<file path="src/design/gpsp_pkg.sv">
// Shared types, codes and set-up frame tables for the serial controller poller.
// No dependencies; used by gpsp_cmd_rom and gamepad_serial_poll_with_config.
package gpsp_pkg;

  typedef enum logic {
    REQ_START = 1'b0,
    REQ_SLOT  = 1'b1
  } req_t;

  typedef enum logic [2:0] {
    KIND_QUERY  = 3'd0,
    KIND_SETUP1 = 3'd1,
    KIND_SETUP2 = 3'd2,
    KIND_SETUP3 = 3'd3,
    KIND_SETUP4 = 3'd4,
    KIND_SETUP5 = 3'd5,
    KIND_REPEAT = 3'd6
  } kind_t;

  localparam logic [7:0] CMD_START  = 8'h01;
  localparam logic [7:0] CMD_POLL   = 8'h42;
  localparam logic [7:0] CMD_CONFIG = 8'h43;
  localparam logic [7:0] CMD_MODE   = 8'h44;
  localparam logic [7:0] CMD_MOTOR  = 8'h4D;
  localparam logic [7:0] CMD_PRESS  = 8'h4F;
  localparam logic [7:0] BYTE_NONE  = 8'hFF;
  localparam logic [7:0] BYTE_MASK  = 8'h03;

  localparam logic [4:0] POLL_LEN_RESET = 5'd21;
  localparam logic [5:0] POLL_LEN_MIN   = 6'd2;

  // Bytes in each set-up frame (kinds 1..5).
  function automatic logic [3:0] setup_len(input logic [2:0] kind);
    logic [3:0] n;
    unique case (kind)
      KIND_SETUP1: n = 4'd5;
      KIND_SETUP5: n = 4'd8;
      default:     n = 4'd9;
    endcase
    return n;
  endfunction

  // Command byte of a set-up frame at a given position; zero past the end.
  function automatic logic [7:0] setup_byte(input logic [2:0] kind, input logic [4:0] pos);
    logic [7:0] b;
    b = 8'h00;
    if (pos == 5'd0) begin
      b = CMD_START;
    end else if (pos == 5'd1) begin
      unique case (kind)
        KIND_SETUP2: b = CMD_MODE;
        KIND_SETUP3: b = CMD_MOTOR;
        KIND_SETUP4: b = CMD_PRESS;
        default:     b = CMD_CONFIG;
      endcase
    end else begin
      unique case (kind)
        KIND_SETUP1: b = (pos == 5'd3) ? CMD_START : 8'h00;
        KIND_SETUP2: begin
          if (pos == 5'd3) b = CMD_START;
          else if (pos == 5'd4) b = BYTE_MASK;
        end
        KIND_SETUP3: begin
          if (pos == 5'd4) b = CMD_START;
          else if (pos >= 5'd5 && pos <= 5'd8) b = BYTE_NONE;
        end
        KIND_SETUP4: begin
          if (pos == 5'd3 || pos == 5'd4) b = BYTE_NONE;
          else if (pos == 5'd5) b = BYTE_MASK;
        end
        KIND_SETUP5: begin
          if (pos >= 5'd4 && pos <= 5'd7) b = BYTE_NONE;
        end
        default: b = 8'h00;
      endcase
    end
    return b;
  endfunction

endpackage

</file>
<file path="src/design/gpsp_cmd_rom.sv">
// Command byte lookup: query frames from the motor latches, set-up frames from table.
// Depends on gpsp_pkg.
module gpsp_cmd_rom (
  input  logic [2:0] kind,
  input  logic [4:0] pos,
  input  logic [7:0] small_motor,
  input  logic [7:0] large_motor,
  output logic [7:0] cmd_byte
);

  always_comb begin
    if (kind >= gpsp_pkg::KIND_SETUP1 && kind <= gpsp_pkg::KIND_SETUP5) begin
      cmd_byte = gpsp_pkg::setup_byte(kind, pos);
    end else begin
      unique case (pos)
        5'd0:    cmd_byte = gpsp_pkg::CMD_START;
        5'd1:    cmd_byte = gpsp_pkg::CMD_POLL;
        5'd3:    cmd_byte = small_motor;
        5'd4:    cmd_byte = large_motor;
        default: cmd_byte = 8'h00;
      endcase
    end
  end

endmodule

</file>
<file path="src/design/gamepad_serial_poll_with_config.sv">
// Top level of the serial controller poll sequencer.
// Depends on gpsp_pkg and gpsp_cmd_rom.
//
// Usage:
//   s_axis carries one request per transaction: tuser selects a start request
//   (latches the two motor bytes, begins the query frame) or one bit slot with
//   the sampled data line. m_axis returns exactly one result per request: the
//   command level for the next slot, attention, a completed response byte with
//   its frame kind (tuser) and position, and the end-of-sequence flag/status.
//   cfg writes the query length; cfg_ready is always high, write only while idle.
// Timing:
//   One request per cycle sustained unless m_axis stalls. A result appears in the
//   output register in the cycle after its request is taken. The sequencer state
//   and the result register are updated by one pass through the command byte lookup.
// Reset:
//   rst clears the sequencer (idle, unconfigured), the output valid, and sets
//   the query length to 21.
// Stall:
//   While a result waits with m_axis_tready low, s_axis_tready drops; no
//   request is lost and no result is repeated.
module gamepad_serial_poll_with_config #(
  parameter int unsigned MAX_POLL_BYTES = 21
) (
  input  logic        clk,
  input  logic        rst,
  input  logic        s_axis_tvalid,
  output logic        s_axis_tready,
  input  logic [23:0] s_axis_tdata,  // [7:0] small motor, [15:8] large motor, [16] data_bit
  input  logic        s_axis_tuser,  // [0] req_type
  output logic        m_axis_tvalid,
  input  logic        m_axis_tready,
  output logic [23:0] m_axis_tdata,  // [0] cmd_bit, [1] attention, [2] byte_valid,
                                     // [10:3] rx_byte, [15:11] byte_index,
                                     // [16] done_res, [17] status
  output logic [2:0]  m_axis_tuser,  // [2:0] frame_kind
  input  logic        cfg_valid,
  output logic        cfg_ready,
  input  logic [4:0]  cfg_data       // [4:0] poll_length
);

  localparam logic [5:0] MaxLen = 6'(MAX_POLL_BYTES);

  logic [4:0] poll_length;
  logic       configured, configured_next;
  logic [2:0] frame_number, frame_number_next;
  logic [4:0] byte_position, byte_position_next;
  logic [2:0] bit_position, bit_position_next;
  logic [7:0] rx_shift, rx_shift_next;
  logic       active, active_next;
  logic [7:0] small_motor_latch, small_next;
  logic [7:0] large_motor_latch, large_next;

  logic [23:0] res_data, res_data_next;
  logic [2:0]  res_kind, res_kind_next;
  logic        res_valid;

  logic       take;
  logic [5:0] query_len, frame_len;
  logic [7:0] got;
  logic [7:0] cmd_byte;
  logic       valid_o, done_o, status_o, cmd_o;
  logic [7:0] rx_o;
  logic [2:0] kind_o;
  logic [4:0] idx_o;

  assign s_axis_tready = !res_valid || m_axis_tready;
  assign take          = s_axis_tvalid && s_axis_tready;
  assign cfg_ready     = 1'b1;
  assign m_axis_tvalid = res_valid;
  assign m_axis_tdata  = res_data;
  assign m_axis_tuser  = res_kind;

  always_comb begin
    query_len = {1'b0, poll_length};
    if (query_len < gpsp_pkg::POLL_LEN_MIN) query_len = gpsp_pkg::POLL_LEN_MIN;
    if (query_len > MaxLen) query_len = MaxLen;
    if (frame_number >= gpsp_pkg::KIND_SETUP1 && frame_number <= gpsp_pkg::KIND_SETUP5) begin
      frame_len = {2'b00, gpsp_pkg::setup_len(frame_number)};
    end else begin
      frame_len = query_len;
    end
  end

  assign got = rx_shift | (8'(s_axis_tdata[16]) << bit_position);

  always_comb begin
    configured_next    = configured;
    frame_number_next  = frame_number;
    byte_position_next = byte_position;
    bit_position_next  = bit_position;
    rx_shift_next      = rx_shift;
    active_next        = active;
    small_next         = small_motor_latch;
    large_next         = large_motor_latch;
    valid_o  = 1'b0;
    rx_o     = 8'h00;
    kind_o   = 3'd0;
    idx_o    = 5'd0;
    done_o   = 1'b0;
    status_o = 1'b0;
    if (s_axis_tuser == gpsp_pkg::REQ_START) begin
      small_next         = s_axis_tdata[7:0];
      large_next         = s_axis_tdata[15:8];
      frame_number_next  = gpsp_pkg::KIND_QUERY;
      byte_position_next = 5'd0;
      bit_position_next  = 3'd0;
      rx_shift_next      = 8'h00;
      active_next        = 1'b1;
    end else if (active) begin
      if (bit_position == 3'd7) begin
        valid_o           = 1'b1;
        rx_o              = got;
        kind_o            = frame_number;
        idx_o             = byte_position;
        rx_shift_next     = 8'h00;
        bit_position_next = 3'd0;
        priority if (byte_position == 5'd1 && got == gpsp_pkg::BYTE_NONE) begin
          // no device answering: abort the whole sequence
          if (frame_number == gpsp_pkg::KIND_QUERY) configured_next = 1'b0;
          active_next = 1'b0;
          done_o      = 1'b1;
          status_o    = 1'b1;
        end else if ({1'b0, byte_position} + 6'd1 >= frame_len) begin
          byte_position_next = 5'd0;
          priority if (frame_number == gpsp_pkg::KIND_QUERY && configured) begin
            active_next = 1'b0;
            done_o      = 1'b1;
          end else if (frame_number <= gpsp_pkg::KIND_SETUP4) begin
            frame_number_next = frame_number + 3'd1;
          end else if (frame_number == gpsp_pkg::KIND_SETUP5) begin
            configured_next   = 1'b1;
            frame_number_next = gpsp_pkg::KIND_REPEAT;
          end else begin
            active_next = 1'b0;
            done_o      = 1'b1;
          end
        end else begin
          byte_position_next = byte_position + 5'd1;
        end
      end else begin
        rx_shift_next     = got;
        bit_position_next = bit_position + 3'd1;
      end
    end
  end

  gpsp_cmd_rom u_rom (
    .kind        (frame_number_next),
    .pos         (byte_position_next),
    .small_motor (small_next),
    .large_motor (large_next),
    .cmd_byte    (cmd_byte)
  );

  assign cmd_o = active_next ? cmd_byte[bit_position_next] : 1'b1;

  always_comb begin
    res_data_next = {6'd0, status_o, done_o, idx_o, rx_o, valid_o, active_next, cmd_o};
    res_kind_next = kind_o;
  end

  always_ff @(posedge clk) begin
    if (rst) begin
      poll_length       <= gpsp_pkg::POLL_LEN_RESET;
      configured        <= 1'b0;
      frame_number      <= 3'd0;
      byte_position     <= 5'd0;
      bit_position      <= 3'd0;
      rx_shift          <= 8'h00;
      active            <= 1'b0;
      small_motor_latch <= 8'h00;
      large_motor_latch <= 8'h00;
      res_valid         <= 1'b0;
    end else begin
      if (cfg_valid && cfg_ready) poll_length <= cfg_data;
      if (take) begin
        configured        <= configured_next;
        frame_number      <= frame_number_next;
        byte_position     <= byte_position_next;
        bit_position      <= bit_position_next;
        rx_shift          <= rx_shift_next;
        active            <= active_next;
        small_motor_latch <= small_next;
        large_motor_latch <= large_next;
        res_valid         <= 1'b1;
      end else if (m_axis_tready) begin
        res_valid <= 1'b0;
      end
    end
  end

  always_ff @(posedge clk) begin
    if (take) begin
      res_data <= res_data_next;
      res_kind <= res_kind_next;
    end
  end

`ifndef SYNTH
  a_done_drops_attention: assert property (@(posedge clk) disable iff (rst)
    m_axis_tvalid && m_axis_tdata[16] |-> !m_axis_tdata[1])
    else $error("sequence end reported with attention still held");

  a_status_needs_done: assert property (@(posedge clk) disable iff (rst)
    m_axis_tvalid && m_axis_tdata[17] |-> m_axis_tdata[16] && m_axis_tdata[2])
    else $error("failure status without end of sequence or byte");

  a_idle_bit_cleared: assert property (@(posedge clk) disable iff (rst)
    !active |-> bit_position == 3'd0)
    else $error("bit counter not cleared while idle");

  a_repeat_configured: assert property (@(posedge clk) disable iff (rst)
    frame_number == gpsp_pkg::KIND_REPEAT |-> configured)
    else $error("repeat query running while unconfigured");

  a_frame_range: assert property (@(posedge clk) disable iff (rst)
    frame_number != 3'd7)
    else $error("frame number out of range");
`endif

endmodule

</file>
<file path="config.mk">
export PLATFORM = sky130hd
export DESIGN_NAME = gamepad_serial_poll_with_config
export DESIGN_NICKNAME = d
export VERILOG_FILES = /design/src/design/gpsp_pkg.sv /design/src/design/gpsp_cmd_rom.sv /design/src/design/gamepad_serial_poll_with_config.sv
export SDC_FILE = /design/constraint.sdc
export NUM_CORES = 1
export LEC_CHECK = 0
export ABC_AREA = 1
export BUFFER_PORTS_ARGS = -buffer_cell sky130_fd_sc_hd__buf_2
export CAP_MARGIN = 20
export CORE_MARGIN = 2
export CORE_UTILIZATION = 30
export CTS_BUF_LIST = sky130_fd_sc_hd__clkbuf_8
export DETAILED_ROUTE_END_ITERATION = 7
export GPL_ROUTABILITY_DRIVEN = 0
export PLACE_DENSITY = 0.45
export SLEW_MARGIN = 10
export SYNTH_ARGS = -nofsm -noshare
export SYNTH_HDL_FRONTEND = slang
export SYNTH_HIERARCHICAL = 1
export SYNTH_SLANG_ARGS = --single-unit
</file>
<file path="constraint.sdc">
create_clock -name clk -period 5.3 [get_ports clk]
set_clock_uncertainty 0.1 [all_clocks]
set_input_delay 1.06 -clock clk [delete_from_list [all_inputs] [get_ports clk]]
set_output_delay 1.06 -clock clk [all_outputs]
set_load 0.02 [all_outputs]
</file>
==> reports/metrics.cfg <==
[setup_path]
criticalPathCategory = register to register
crit_arrival_ns = 4.57
end_kind = register
critPathMaxFanout = 8
r2r_end = m_axis_tdata[0]$_SDFFCE_PN1P_
setup.reg_to_reg.worst_slack_ns = 0.73
critPathLaunchType = register
r2r_start = frame_number[1]$_SDFFE_PP0P_
r2r_cells = 27
critical_path_required_ns = 5.30
worst_setup_path_startpoint = frame_number[1]$_SDFFE_PP0P_

[yosys]
synth.yosys.seq_area_share = 0.3756
synthDistinctLibCells = 38
yosys_warnings = 6
synthesized_area_divided_by_synthesized_cell_count_um2 = 7.130
netlist_instances = 557
ys_ff_latch = 64
synthesized_area_um2 = 3971

[sta]
post_route_fraction_of_the_period_consumed_by_the_critical_path = 0.8628
grt_setup_unrepaired = no
shortest_clock_period_the_worst_path_allows_after_layout_ns = 4.573
final.setup.tns_ns = 0
worst_pin_slew_ns = 0.9368
worst_slew_margin_rel = 0.3739
setup_violations = 0
final_hold_viol_count = 0
fmax_ghz = 0.2187
report.final.slew_viol_count = 0

[floorplan]
die_h_um = 119.1
start_util = 0.3035
x_dimension_of_the_die_um = 119.1
io_pins = 65
rows = 42
placeableCoreArea_um2 = 13090
area_of_the_die_um2 = 14170

[route]
finalWirelength_um = 9457
avgViaCountPerCell = 4.628
drt-initial-drc-count = 189
drtPass1Iterations = 5
vias = 3619
postRouteAntennaNets = 0
route.detailed.wl_per_inst_um = 12.09
drc = 0

[pwr]
power.static_leakage_uw = 0.002046
powerDensity_nw_per_um2 = 257.9
peakVddDrop_uv = 109.6

[global_routing]
grt_use_total = 0.1426
grt_start_max_net_pins = 47
total_congestion_overflow = 0
grt_pass1_vias = 3452
number_of_antenna_violations_at_the_first_check_in_global_routing = 1
global_route_wire_length_before_repair_um = 16110

[cells_and_area]
mostFrequentLayoutCells = sky130_fd_sc_hd__nand2_1, sky130_fd_sc_hd__inv_1, sky130_fd_sc_hd__o21ai_0
flow.area_growth_from_synthesis_pct = 14.11
drive_gt1_frac = 0.1669
final_area_um2 = 4532
mostFrequentLayoutCell = sky130_fd_sc_hd__nand2_1
layout.cells.non_filler = 782
nets = 650

[cts]
cts_resized = 0
clk_latency_worst_skew_pair_ns = 0.37
ctsHtreeMaxLevel = 3
tritoncts = done
cts_sinks = 64
clockRootBuffer = sky130_fd_sc_hd__clkbuf_8
cts.clk_slew.worst_paths_ns = 0.07
post_cts.repair.setup_buffers = 0
cts.hold.buffers_added = 0
cts_made_buffers = 9
clock_tree.buffer_depth = 2

[hold_path]
hold_depth = 2
min_delay_src = small_motor_latch[7]$_SDFFE_PP0P_
hold_path_end = small_motor_latch[7]$_SDFFE_PP0P_
hold_class = register to register

[placed_design]
placedInstanceArea_um2 = 4342
dpl.cell_count = 765
hpwlAfterDp_um = 7023
place.port_buffers = 50

[run_status]
status = finished, final reports clean

[flow_run]
cap_viol_max_count = 0

-- cells in the mapped netlist --
library cell | n | area (um^2)
sky130_fd_sc_hd__o21ai_0 | 66 | 330.3
sky130_fd_sc_hd__o21bai_1 | 2 | 15.01
sky130_fd_sc_hd__clkinv_1 | 3 | 11.26
sky130_fd_sc_hd__nand3_2 | 2 | 20.02
sky130_fd_sc_hd__a211oi_1 | 8 | 60.06
sky130_fd_sc_hd__nand3b_1 | 1 | 7.510
sky130_fd_sc_hd__a22oi_1 | 3 | 22.52
sky130_fd_sc_hd__nand2_4 | 3 | 33.78
sky130_fd_sc_hd__nand3_1 | 31 | 155.2
sky130_fd_sc_hd__a221oi_1 | 1 | 8.760
sky130_fd_sc_hd__nand4_1 | 11 | 68.82
sky130_fd_sc_hd__o211ai_2 | 1 | 12.51
sky130_fd_sc_hd__inv_2 | 14 | 52.55
sky130_fd_sc_hd__edfxtp_1 | 21 | 630.6
sky130_fd_sc_hd__nand2_1 | 109 | 409.1
sky130_fd_sc_hd__a21oi_4 | 1 | 16.27
sky130_fd_sc_hd__xor2_1 | 4 | 35.03
sky130_fd_sc_hd__dfxtp_1 | 43 | 860.8
sky130_fd_sc_hd__a21oi_1 | 37 | 185.2
sky130_fd_sc_hd__a22o_1 | 5 | 43.79
sky130_fd_sc_hd__o21ai_2 | 1 | 8.760
sky130_fd_sc_hd__nand2_2 | 5 | 31.28
sky130_fd_sc_hd__nor2_2 | 4 | 25.02
sky130_fd_sc_hd__nor2_1 | 45 | 168.9
sky130_fd_sc_hd__a32oi_1 | 1 | 8.760
sky130_fd_sc_hd__nor2_4 | 2 | 22.52
sky130_fd_sc_hd__buf_4 | 7 | 52.55
sky130_fd_sc_hd__inv_1 | 75 | 281.5
sky130_fd_sc_hd__ha_1 | 15 | 187.7
sky130_fd_sc_hd__conb_1 | 2 | 7.510
sky130_fd_sc_hd__buf_2 | 5 | 25.02
sky130_fd_sc_hd__o211ai_1 | 2 | 15.01
sky130_fd_sc_hd__nor2_8 | 2 | 40.04
sky130_fd_sc_hd__buf_6 | 1 | 11.26
sky130_fd_sc_hd__o21ai_1 | 7 | 35.03
sky130_fd_sc_hd__and2_1 | 1 | 6.260
sky130_fd_sc_hd__nor3_1 | 4 | 20.02
sky130_fd_sc_hd__clkbuf_1 | 12 | 45.04
-- through the flow --
| step | util | total power [uW] | setup slack (ns) | hold WS, ns |
|---|---|---|---|---|
| 3_3_place_gp | 0.3318 | 764.1 | 0.9104 | 0.3348 |
| 4_1_cts | 0.3461 | 1190 | 0.7021 | 0.3529 |
| 2_1_floorplan | - | 715.9 | 1.499 | 0.3245 |
| 5_1_grt | 0.3461 | 1243 | 0.2033 | 0.3600 |
| 3_5_place_dp | 0.3318 | 770.0 | 0.7183 | 0.3424 |
| 6_report | 0.3463 | 1169 | 0.7272 | 0.3478 |
-- where the power goes --
group / internal [uW] / switching [uW] / total (uW)
registers: 533 / 15.7 / 549
logic: 65.3 / 143 / 208
clock network: 213 / 199 / 412
total: 811 / 358 / 1170
-- layout make-up --
cell class	instances	area (um^2)
Antenna cell	1	2.502
Clock buffer	9	123.9
Clock inverter	7	63.81
Fill cell	1419	8553
Inverter	92	345.3
Multi-Input combinational cell	381	2019
Sequential cell	64	1491
Tap cell	176	220.2
Timing Repair Buffer	52	265.3
-- layer usage --
| metal | vias to the layer above | wire length (um) | GRT usage |
|---|---|---|---|
| li1 | 1909 | - | - |
| met1 | 1626 | 4513 | 0.1737 |
| met2 | 74 | 4274 | 0.2342 |
| met3 | 10 | 553 | 0.05029 |
| met4 | 0 | 115 | 0.04688 |
| met5 | - | 0 | 0 |
-- logic make-up after synthesis --
family          Yosys count  share of synthesized area
fa+ha+maj                15                    0.04726
simple gates            220                     0.2539
compound gates          135                     0.1919
other cells               2                   0.001891
xor+xnor                  4                   0.008821
flops                    64                     0.3756
buf+inv                 117                     0.1207
-- critical path, cell delays in order, from the launching register on --
cell and delay (ns):
sky130_fd_sc_hd__dfxtp_1 0.37, sky130_fd_sc_hd__inv_1 0.13, sky130_fd_sc_hd__ha_1 0.26, sky130_fd_sc_hd__nor3_1 0.44
sky130_fd_sc_hd__o21ai_0 0.15, sky130_fd_sc_hd__o21ai_0 0.12, sky130_fd_sc_hd__ha_1 0.29, sky130_fd_sc_hd__a21oi_1 0.17
sky130_fd_sc_hd__o21bai_1 0.09, sky130_fd_sc_hd__nor2_1 0.14, sky130_fd_sc_hd__nand2_2 0.11, sky130_fd_sc_hd__nand3_1 0.13
sky130_fd_sc_hd__nor2_1 0.06, sky130_fd_sc_hd__nand2_1 0.05, sky130_fd_sc_hd__nand3_1 0.10, sky130_fd_sc_hd__inv_1 0.19
sky130_fd_sc_hd__inv_2 0.07, sky130_fd_sc_hd__ha_1 0.23, sky130_fd_sc_hd__a21oi_4 0.27, sky130_fd_sc_hd__inv_1 0.17
sky130_fd_sc_hd__nand2_1 0.10, sky130_fd_sc_hd__nand2_1 0.05, sky130_fd_sc_hd__nor2_1 0.13, sky130_fd_sc_hd__nor2_1 0.06
sky130_fd_sc_hd__o21ai_0 0.08, sky130_fd_sc_hd__o21ai_0 0.10, sky130_fd_sc_hd__nand2_1 0.08, sky130_fd_sc_hd__o211ai_2 0.08
-- worst max-delay path by stage --
| stage | to |
|---|---|
| CTS | m_axis_tdata[0]$_SDFFCE_PN1P_ |
| global placement | m_axis_tdata[0]$_SDFFCE_PN1P_ |
| floorplan | m_axis_tdata[0]$_SDFFCE_PN1P_ |
| global route | m_axis_tdata[0]$_SDFFCE_PN1P_ |
| detailed placement | m_axis_tdata[0]$_SDFFCE_PN1P_ |
| finish | m_axis_tdata[0]$_SDFFCE_PN1P_ |
-- flip-flops by register name (all words and copies together), names as in the netlist --
signal and cells:
configured 1, bit_position 3, active 1, frame_number 3, m_axis_tdata 18, byte_position 5, m_axis_tuser 3, small_motor_latch 8
large_motor_latch 8, poll_length 5, m_axis_tvalid 1, rx_shift 8
No activity file was read; power rests on OpenSTA's default activity.
